==> config.mk <==
export PLATFORM = sky130hd
export DESIGN_NAME = ps2_mouse_packet_tracker_unit
export DESIGN_NICKNAME = d
export VERILOG_FILES = /design/src/sv/pmpt_pkg.sv /design/src/sv/pmpt_framer.sv /design/src/sv/pmpt_clamp.sv /design/src/sv/pmpt_cursor.sv /design/src/sv/ps2_mouse_packet_tracker_unit.sv
export SDC_FILE = /design/constraint.sdc
export NUM_CORES = 1
export LEC_CHECK = 0
export BUFFER_PORTS_ARGS = -buffer_cell sky130_fd_sc_hd__buf_4
export CAP_MARGIN = 10
export CORE_AREA = 2 2 153 155
export CTS_BUF_LIST = sky130_fd_sc_hd__clkbuf_16
export DETAILED_ROUTE_END_ITERATION = 10
export DIE_AREA = 0 0 155 157
export PLACE_DENSITY = 0.62
export SYNTH_ARGS = -nofsm -noshare
export SYNTH_HDL_FRONTEND = slang
export SYNTH_HIERARCHICAL = 1
export SYNTH_SLANG_ARGS = --single-unit
==> constraint.sdc <==
create_clock -name i_clk -period 4.85 [get_ports i_clk]
set_input_delay 0.7275 -clock i_clk [delete_from_list [all_inputs] [get_ports i_clk]]
set_output_delay 0.7275 -clock i_clk [all_outputs]
set_load 0.02 [all_outputs]
==> src/sv/pmpt_pkg.sv <==
// Shared types and constants for the PS/2 mouse packet tracker.
// No dependencies.
package pmpt_pkg;

    localparam int CFG_W      = 13;
    localparam int OUT_W      = 12;
    localparam int BTN_W      = 3;
    localparam int IDX_W      = 4;
    localparam int COORD_BITS_DEF = 12;

    localparam logic [CFG_W-1:0] WIDTH_RST  = 13'd1280;
    localparam logic [CFG_W-1:0] HEIGHT_RST = 13'd800;
    localparam logic [31:0]      CUR_X_INIT = 32'd640;
    localparam logic [31:0]      CUR_Y_INIT = 32'd400;

    localparam int HDR_SYNC_BIT = 3;
    localparam int HDR_XOVF_BIT = 6;
    localparam int HDR_YOVF_BIT = 7;

    localparam logic [IDX_W-1:0] REG_SCREEN_WIDTH  = 4'd0;
    localparam logic [IDX_W-1:0] REG_SCREEN_HEIGHT = 4'd1;

    typedef enum logic [1:0] {
        PH_HEADER = 2'd0,
        PH_XDELTA = 2'd1,
        PH_YDELTA = 2'd2
    } t_phase;

    typedef struct packed {
        logic [7:0]       dx;
        logic [7:0]       dy;
        logic [BTN_W-1:0] buttons;
    } t_packet;

endpackage

==> src/sv/pmpt_framer.sv <==
// Byte framer: groups received bytes into three-byte packets and holds
// the completed packet in the input register. Depends on pmpt_pkg.
module pmpt_framer (
    input  logic              i_clk,
    input  logic              i_rst_n,
    input  logic              i_valid,
    output logic              o_ready,
    input  logic [7:0]        i_byte,
    input  logic              i_take,
    output logic              o_pkt_valid,
    output pmpt_pkg::t_packet o_pkt
);
    import pmpt_pkg::*;

    t_phase     r_phase, n_phase;
    logic [7:0] r_header, n_header;
    logic [7:0] r_xbyte, n_xbyte;
    logic       r_pkt_valid, n_pkt_valid;
    t_packet    r_pkt, n_pkt;
    logic       accept;

    assign o_ready     = !r_pkt_valid || i_take;
    assign accept      = i_valid && o_ready;
    assign o_pkt_valid = r_pkt_valid;
    assign o_pkt       = r_pkt;

    always_ff @(posedge i_clk) begin
        if (!i_rst_n) begin
            r_phase     <= PH_HEADER;
            r_pkt_valid <= 1'b0;
            r_header    <= 8'd0;
            r_xbyte     <= 8'd0;
        end else begin
            r_phase     <= n_phase;
            r_pkt_valid <= n_pkt_valid;
            r_header    <= n_header;
            r_xbyte     <= n_xbyte;
        end
    end

    always_ff @(posedge i_clk) begin
        r_pkt <= n_pkt;
    end

    always_comb begin
        n_phase     = r_phase;
        n_header    = r_header;
        n_xbyte     = r_xbyte;
        n_pkt       = r_pkt;
        n_pkt_valid = r_pkt_valid && !i_take;
        if (accept) begin
            case (r_phase)
                PH_XDELTA: begin
                    n_xbyte = i_byte;
                    n_phase = PH_YDELTA;
                end
                PH_YDELTA: begin
                    n_phase     = PH_HEADER;
                    n_pkt_valid = 1'b1;
                    n_pkt.dx    = r_header[HDR_XOVF_BIT] ? 8'd0 : r_xbyte;
                    n_pkt.dy    = r_header[HDR_YOVF_BIT] ? 8'd0 : i_byte;
                    n_pkt.buttons = r_header[BTN_W-1:0];
                end
                default: begin
                    n_header = i_byte;
                    n_phase  = i_byte[HDR_SYNC_BIT] ? PH_XDELTA : PH_HEADER;
                end
            endcase
        end
    end

endmodule

==> src/sv/pmpt_clamp.sv <==
// Single coordinate update: add or subtract a signed delta and clamp to the screen.
// Depends on pmpt_pkg.
module pmpt_clamp #(
    parameter int CB = pmpt_pkg::COORD_BITS_DEF
) (
    input  logic [CB-1:0]              i_cur,
    input  logic [7:0]                 i_delta,
    input  logic                       i_sub,
    input  logic [pmpt_pkg::CFG_W-1:0] i_size,
    output logic [CB-1:0]              o_cur
);
    import pmpt_pkg::*;

    localparam int SW  = CB + 2;
    localparam int SZW = (CB + 1 > CFG_W) ? CB + 1 : CFG_W;

    logic signed [SW-1:0] d_ext;
    logic signed [SW-1:0] sum;
    logic [SZW-1:0]       size_ext;
    logic [SZW-1:0]       cap;
    logic [SZW-1:0]       lim_m1_w;
    logic [CB-1:0]        lim_m1;

    assign d_ext    = SW'($signed(i_delta));
    assign sum      = i_sub ? $signed({2'b00, i_cur}) - d_ext
                            : $signed({2'b00, i_cur}) + d_ext;
    assign size_ext = SZW'(i_size);
    assign cap      = SZW'(1) << CB;

    always_comb begin
        if (size_ext == '0) begin
            lim_m1_w = '0;
        end else if (size_ext > cap) begin
            lim_m1_w = cap - SZW'(1);
        end else begin
            lim_m1_w = size_ext - SZW'(1);
        end
        lim_m1 = lim_m1_w[CB-1:0];
        if (sum < 0) begin
            o_cur = '0;
        end else if (sum > $signed({2'b00, lim_m1})) begin
            o_cur = lim_m1;
        end else begin
            o_cur = sum[CB-1:0];
        end
    end

endmodule

==> src/sv/pmpt_cursor.sv <==
// Cursor state and result register: applies one packet per cycle unless the output stalls.
// Depends on pmpt_pkg and pmpt_clamp.
module pmpt_cursor #(
    parameter int CB = pmpt_pkg::COORD_BITS_DEF
) (
    input  logic                       i_clk,
    input  logic                       i_rst_n,
    input  logic                       i_pkt_valid,
    input  pmpt_pkg::t_packet          i_pkt,
    output logic                       o_take,
    input  logic [pmpt_pkg::CFG_W-1:0] i_width,
    input  logic [pmpt_pkg::CFG_W-1:0] i_height,
    output logic                       o_valid,
    input  logic                       i_ready,
    output logic [pmpt_pkg::OUT_W-1:0] o_pos_x,
    output logic [pmpt_pkg::OUT_W-1:0] o_pos_y,
    output logic [pmpt_pkg::BTN_W-1:0] o_buttons
);
    import pmpt_pkg::*;

    logic [CB-1:0]        r_cur_x, r_cur_y;
    logic [CB-1:0]        n_cur_x, n_cur_y;
    logic                 r_valid;
    logic [OUT_W-1:0]     r_pos_x, r_pos_y;
    logic [BTN_W-1:0]     r_buttons;
    logic [OUT_W+CB-1:0]  x_ext, y_ext;

    assign o_take = i_pkt_valid && (!r_valid || i_ready);

    pmpt_clamp #(.CB(CB)) u_clamp_x (
        .i_cur   (r_cur_x),
        .i_delta (i_pkt.dx),
        .i_sub   (1'b0),
        .i_size  (i_width),
        .o_cur   (n_cur_x)
    );

    pmpt_clamp #(.CB(CB)) u_clamp_y (
        .i_cur   (r_cur_y),
        .i_delta (i_pkt.dy),
        .i_sub   (1'b1),
        .i_size  (i_height),
        .o_cur   (n_cur_y)
    );

    assign x_ext = {{OUT_W{1'b0}}, n_cur_x};
    assign y_ext = {{OUT_W{1'b0}}, n_cur_y};

    always_ff @(posedge i_clk) begin
        if (!i_rst_n) begin
            r_valid <= 1'b0;
            r_cur_x <= CUR_X_INIT[CB-1:0];
            r_cur_y <= CUR_Y_INIT[CB-1:0];
        end else begin
            if (o_take) begin
                r_valid <= 1'b1;
                r_cur_x <= n_cur_x;
                r_cur_y <= n_cur_y;
            end else if (i_ready) begin
                r_valid <= 1'b0;
            end
        end
    end

    always_ff @(posedge i_clk) begin
        if (o_take) begin
            r_pos_x   <= x_ext[OUT_W-1:0];
            r_pos_y   <= y_ext[OUT_W-1:0];
            r_buttons <= i_pkt.buttons;
        end
    end

    assign o_valid   = r_valid;
    assign o_pos_x   = r_pos_x;
    assign o_pos_y   = r_pos_y;
    assign o_buttons = r_buttons;

endmodule

==> src/sv/ps2_mouse_packet_tracker_unit.sv <==
// PS/2 mouse packet tracker top level: screen-size registers, framer and
// cursor stage. Depends on pmpt_pkg, pmpt_framer and pmpt_cursor.
// Takes one received mouse byte per cycle unless the output stalls. Every
// third byte of a packet whose header has bit 3 set yields one result via
// the packet and result registers: the clamped pointer position and the
// button bits. Each register holds one item, so input and output can run
// back to back at one item per cycle. Write screen size only while idle.
module ps2_mouse_packet_tracker_unit #(
    parameter int COORD_BITS = pmpt_pkg::COORD_BITS_DEF
) (
    input  logic                       i_clk,
    input  logic                       i_rst_n,
    input  logic                       i_cfg_valid,
    output logic                       o_cfg_ready,
    input  logic [pmpt_pkg::IDX_W-1:0] i_cfg_index,
    input  logic [pmpt_pkg::CFG_W-1:0] i_cfg_data,
    input  logic                       i_rx_valid,
    output logic                       o_rx_ready,
    input  logic [7:0]                 i_rx_byte,
    output logic                       o_pos_valid,
    input  logic                       i_pos_ready,
    output logic [pmpt_pkg::OUT_W-1:0] o_pos_x,
    output logic [pmpt_pkg::OUT_W-1:0] o_pos_y,
    output logic [pmpt_pkg::BTN_W-1:0] o_button_bits
);
    import pmpt_pkg::*;

    logic [CFG_W-1:0] r_width, r_height;
    logic             pkt_valid;
    t_packet          pkt;
    logic             take;

    assign o_cfg_ready = 1'b1;

    always_ff @(posedge i_clk) begin
        if (!i_rst_n) begin
            r_width  <= WIDTH_RST;
            r_height <= HEIGHT_RST;
        end else if (i_cfg_valid) begin
            case (i_cfg_index)
                REG_SCREEN_WIDTH:  r_width  <= i_cfg_data;
                REG_SCREEN_HEIGHT: r_height <= i_cfg_data;
                default: ;
            endcase
        end
    end

    pmpt_framer u_framer (
        .i_clk       (i_clk),
        .i_rst_n     (i_rst_n),
        .i_valid     (i_rx_valid),
        .o_ready     (o_rx_ready),
        .i_byte      (i_rx_byte),
        .i_take      (take),
        .o_pkt_valid (pkt_valid),
        .o_pkt       (pkt)
    );

    pmpt_cursor #(.CB(COORD_BITS)) u_cursor (
        .i_clk       (i_clk),
        .i_rst_n     (i_rst_n),
        .i_pkt_valid (pkt_valid),
        .i_pkt       (pkt),
        .o_take      (take),
        .i_width     (r_width),
        .i_height    (r_height),
        .o_valid     (o_pos_valid),
        .i_ready     (i_pos_ready),
        .o_pos_x     (o_pos_x),
        .o_pos_y     (o_pos_y),
        .o_buttons   (o_button_bits)
    );

endmodule
After elaboration in Yosys (flattened, before gate mapping)
Index checks and enable logic that the tools add are counted.
{ "word_totals": {"in_bits": 30, "out_inout_bits": 30, "word_cells": 61, "register_bits": 116} }
{ "op_classes": {"eq_ne": 3, "n_mux": 14, "n_bitwise": 1, "addsub": 4, "n_reduce_logical": 18, "order_cmp": 6} }
{ "ops": {"columns": ["op", "n"], "rows": [
  ["$mux W12", 8],
  ["$gt A14 B13 Y1", 2],
  ["$lt A14 B1 Y1 const B", 2],
  ["$gt A13 B13 Y1 const B", 2],
  ["$logic_not A13 Y1", 2],
  ["$sub A12 B1 Y12 const B", 2],
  ["$add A13 B8 Y14", 1],
  ["$sub A13 B8 Y14", 1],
  ["$reduce_and A2 Y1", 5],
  ["$mux W1", 5],
  ["$eq A4 B1 Y1 const B", 1],
  ["$logic_not A4 Y1", 1],
  ["$pmux W2 S2", 1],
  ["$logic_and A1 B1 Y1", 3],
  ["$logic_not A1 Y1", 3],
  ["$eq A2 B1 Y1 const B", 1],
  ["$eq A2 B2 Y1 const B", 1],
  ["$logic_or A1 B1 Y1", 2],
  ["$reduce_bool A2 Y1", 1],
  ["$reduce_or A2 Y1", 1],
  ["$not A1 Y1", 1]
]} }

Longest topological paths before layout
{ "depth": {"ltp_word": 7, "ltp_mapped": 22, "depth_no_buf": 21} }

Modules after synthesis
Netlist, hierarchy kept.
{ "by_module_without_submodules": {"columns": ["mod", "seq_area_each_um2", "instances", "area_each_um2", "cells_per_inst"], "rows": [
  ["pmpt_clamp at u_cursor.u_clamp_y", 0.0, 1, 1911.8, 256],
  ["pmpt_cursor", 1311.3, 1, 1838.0, 139],
  ["pmpt_clamp at u_cursor.u_clamp_x", 0.0, 1, 1635.3, 227],
  ["pmpt_framer", 890.9, 1, 1360.1, 106],
  ["ps2_mouse_packet_tracker_unit", 520.5, 1, 1041.0, 108]
]} }

Worst setup path before layout
Ideal clock, no wire load.
{ "synth_timing": {"path_kind": "flip-flop to flip-flop", "from": "register u_framer.r_pkt, in the netlist u_framer/o_pkt[10]", "to": "register u_cursor.r_cur_y[8]", "setup_time_ns": 0.095, "n_path_buf": 3, "t_required_ns": 4.755, "arrival_ns": 4.177, "period_less_slack_ns": 4.272, "setup_slack_ns": 0.578, "stages_incl_launch_ff": 20, "cell_sequence": "edfxtp_1 buf_1 a21o_1 inv_1 ha_1 buf_2 a21o_1 or3_1 a2111oi_0 a211oi_1 ha_1 and4_1 nand3_1 a21oi_1 o31ai_2 buf_2 o2111ai_1 a21oi_1 inv_1 o311ai_1"} }
{ "synth_between": {"elab_chain_cells": 4, "elab_cells_between_ends": 5, "classes_between": "1 x add/sub; 2 x order compare; 2 x mux"} }
{ "synth_rtl": {"columns": ["element", "line_no", "text"], "rows": [
  ["start, declared", "pmpt_framer.sv:19", "t_packet r_pkt, n_pkt;"],
  ["start signal, assigned", "pmpt_framer.sv:42", "r_pkt <= n_pkt;"],
  ["$sub A13 B8 Y14 (*)", "pmpt_clamp.sv:25", "assign sum = i_sub ? $signed({2'b00, i_cur}) - d_ext"],
  ["$gt A14 B13 Y1", "pmpt_clamp.sv:41", "end else if (sum > $signed({2'b00, lim_m1})) begin"],
  ["$mux W12", "pmpt_clamp.sv:41", null],
  ["$mux W12 (*)", "pmpt_clamp.sv:39", "if (sum < 0) begin"],
  ["net u_cursor.n_cur_y[8]", "pmpt_cursor.sv:22", "logic [CB-1:0] n_cur_x, n_cur_y;"],
  ["end signal, assigned", "pmpt_cursor.sv:53", "r_cur_y <= CUR_Y_INIT[CB-1:0];"],
  ["end signal, assigned", "pmpt_cursor.sv:58", "r_cur_y <= n_cur_y;"],
  ["end, declared", "pmpt_cursor.sv:21", "logic [CB-1:0] r_cur_x, r_cur_y;"]
]} }
Mark *: on every way through the listed nets, which the timed path passes. The rest lies on a longest branch.
A chain may end at the register's enable or synchronous reset.

Worst setup path after layout
{ "layout_timing": {"from": "register u_framer.r_pkt, in the netlist u_framer/o_pkt[10]", "to": "register u_cursor.r_cur_y[2]"} }
The elaborated chain is that of the path after synthesis.

==> qor.yml <==
outcome:
  status: "completed"
layout:
  finalNonFillerCells: 1197
  nets: 987
  antenna_cells: 0
  area_growth_syn_to_layout_pct: 17.7
  final_cell_area_mm2: 0.00916
  final_util: 0.407
  layout-drive-gt1-share: 0.179
floorplan:
  die_x_um: 155
  core_mm2: 0.0225
  die_h_um: 157
  start_util: 0.346
  io_pins: 60
  die-area_mm2: 0.0243
  num_rows: 55
clock_network:
  cts_tree: "done"
  numCtsBuffers: 17
  worstSkewPairLatency_ns: 0.42
  clkSinkCount: 113
  hold_buffers: 0
  h-tree-depth: 4
  cts_root_buf: "clkbuf_16"
  path_clk_slew_ns: 0.06
  cts_buffer_depth: 2
worst_setup_path:
  cp_slowest_stage_delay_ns: 0.50
  crit_slowest_cell: "edfxtp_1"
  critPathKind: "register to register"
  worst-path-max-fanout: 16
  cp.arrival_ns: 4.86
  crit_chain: "a21o_1, inv_1, ha_1, a21o_1, or3_1, a2111oi_1, a211oi_1, ha_1, and4_1, nand3_1, buf_4, o32a_1, o31ai_2, buf_4, nand3_1, a211oi_1, buf_4, nand2_1, mux2i_1"
  critPathLaunchType: "register"
  crit_start: "u_framer/o_pkt[10]"
  r2r-start: "u_framer/o_pkt[10]"
  crit_top_cell: "buf_4"
  required_ns: 5.20
  crit_family: "compound AO/OA/AOI/OAI gates"
  end_kind: "register"
  cp_num_buf_inv: 4
sta:
  final.min_clock_period_ns: 4.51
  fin_skew_ns: 0.0135
  rsz0062_at_grt: "false"
  post-route-period-util: 0.930
  final_max_slew_viol_count: 0
  holdWs_ns: 0.417
  worst_pin_slew_ns: 1.07
  hold_violations: 0
  slew_headroom: 0.288
  setup_viol: 0
  fmax_mhz: 222
power_and_ir_drop:
  power_density_mw_per_mm2: 287
  p_leak_nw: 3.71
  p_total_w: 0.00263
  vdd_drop_max_v: 0.000242
global_route:
  grt_max_degree: 109
  antenna_found_initial: 0
  overflow: 0
  grt_pass1_vias: 5737
  grt.total_usage: 0.157
  grt_pass1_wl_mm: 30.0
placement:
  placed_area_mm2: 0.00851
  routabilityCongestion: 0.844
  dp_hpwl_mm: 14.0
  port_buffers: 58
  placedCellCount: 1162
synthesis:
  ys.flop_type: "dfxtp_1"
  synth_warnings: 6
  ys_seq_area_frac: 0.350
  synth-seq-cells: 113
  synth_cell_types: 91
  synth_edf_count: 46
  syn_area_per_cell_um2: 9.31
  async_reset_ff_frac: 0
  synthCells: 836
  syn-cell-area_mm2: 0.00779
route:
  vias_per_cell: 5.24
  postRouteAntennaNets: 0
  drc: 0
  wirelength_mm: 18.9
  first_pass_iters: 5
  drt-initial-drc-count: 346
  vias: 6269
  wl_per_cell_um: 15.8
run:
  max_cap_viol_count: 0
hold_path:
  hp-start: "u_framer/o_pkt[2]"
  hold_class: "register to register"
sequential cells by signal (all words and copies together) (netlist names):
signal and flops:
u_framer/r_header 5, u_framer/o_pkt 19, u_framer/o_pkt_valid 1, u_cursor/r_cur_y 12
u_cursor/o_pos_y 12, r_height 13, u_framer/r_xbyte 8, u_cursor/o_valid 1
r_width 13, u_cursor/o_pos_x 12, u_cursor/o_buttons 3, u_framer/r_phase 2
u_cursor/r_cur_x 12
path summary, 6_finish.rpt:
check	endpoint	slack, ns	cells past startpoint
setup / recovery	u_cursor/r_cur_y[2]	0.34	19
hold / removal	u_cursor/o_buttons[2]	0.42	0
setup reg to reg	u_cursor/r_cur_y[2]	0.34	19
hold reg to reg	u_cursor/o_buttons[2]	0.42	0
metal layers:
| layer | vias up | part of all wire | global-route usage |
|---|---|---|---|
| met2 | 148 | 0.44 | 0.244 |
| met1 | 2921 | 0.50 | 0.222 |
| met4 | 0 | 0.0067 | 0.0370 |
| li1 | 3190 | - | - |
| met3 | 10 | 0.052 | 0.0361 |
| met5 | - | 0 | 0 |
report_power, final:
part           switching [W]  internal (W)
sequential         0.0000149       0.00101
combinational       0.000263      0.000190
clock               0.000458      0.000698
total               0.000735       0.00190
layout make-up:
type                            instances  area [µm²]
Fill cell                            2207       13300
Multi-Input combinational cell        648        4790
Sequential cell                       113        2720
Timing Repair Buffer                   80         601
Clock buffer                           17         425
Tap cell                              285         357
Inverter                               39         146
Clock inverter                         15         123
through the flow:
stage / setup TNS, ns / worst slack, ns
floorplan: 0 / 0.578
global placement: -0.195 / -0.0641
detailed placement: -1.07 / -0.240
CTS: 0 / 0.0458
global route: 0 / 0.0347
finish: 0 / 0.338
placed cells by master (no fill, tap or decap), drive strengths merged, types with 9 or more instances in the layout:
| master | n |
|---|---|
| a31o | 10 |
| dfxtp | 67 |
| a21oi | 43 |
| xor2 | 10 |
| nor2 | 35 |
| inv | 42 |
| nand4 | 10 |
| xnor2 | 31 |
| a211oi | 16 |
| a31oi | 9 |
| nor3 | 27 |
| buf | 80 |
| ha | 56 |
| o21ai | 17 |
| clkbuf | 17 |
| a21o | 23 |
| o21a | 26 |
| nand2 | 120 |
| mux2i | 59 |
| edfxtp | 46 |
| nor2b | 28 |
| or3 | 12 |
synthesized netlist by cell type, types with 4 or more instances:
library cell,number,area [µm²]
a31oi_1,8,50.1
clkbuf_1,11,41.3
a31o_1,5,43.8
o211a_1,4,40.0
edfxtp_1,46,1380
nor2b_1,27,169
a211oi_1,16,120
and4_1,4,35.0
xnor2_1,30,263
o31ai_1,4,30.0
nand2_1,117,439
o311ai_1,5,43.8
nor3_1,27,135
o21a_1,24,180
o21ai_0,14,70.1
buf_2,18,90.1
a21oi_1,42,210
inv_1,39,146
o211ai_1,5,37.5
buf_6,4,45.0
nand3_1,7,35.0
mux2i_1,59,591
and3_1,4,25.0
and2_1,5,31.3
buf_4,4,30.0
a21o_1,22,165
nand4_1,10,62.6
nor2_1,33,124
xor2_1,8,70.1
a31o_2,4,35.0
dfxtp_1,67,1340
ha_1,56,701
or3_1,11,68.8
o2111ai_1,5,43.8
nand2b_1,6,37.5
cells by family (layout without fill, tap and decap cells):
group / count (synthesis) / after routing / share of synthesized area
XOR/XNOR: 41 / 41 / 0.0490
AO/OA/AOI/OAI: 195 / 195 / 0.183
multiplexers: 61 / 61 / 0.0787
buffers and inverters: 79 / 151 / 0.0484
flip-flops: 113 / 113 / 0.350
adder cells (fa/ha/maj): 59 / 59 / 0.0964
other: 3 / 7 / 0.00145
AND/OR/NAND/NOR: 285 / 285 / 0.193
timing repair:
| item | 4_1_cts | 5_1_grt |
|---|---|---|
| pin swaps | 0 | 3 |
| endpoints found under the setup margin | 12 | 19 |
| buffers inserted | 0 | 2 |
| gates resized for setup | 4 | 12 |
No activity file was read; power rests on OpenSTA's default activity.
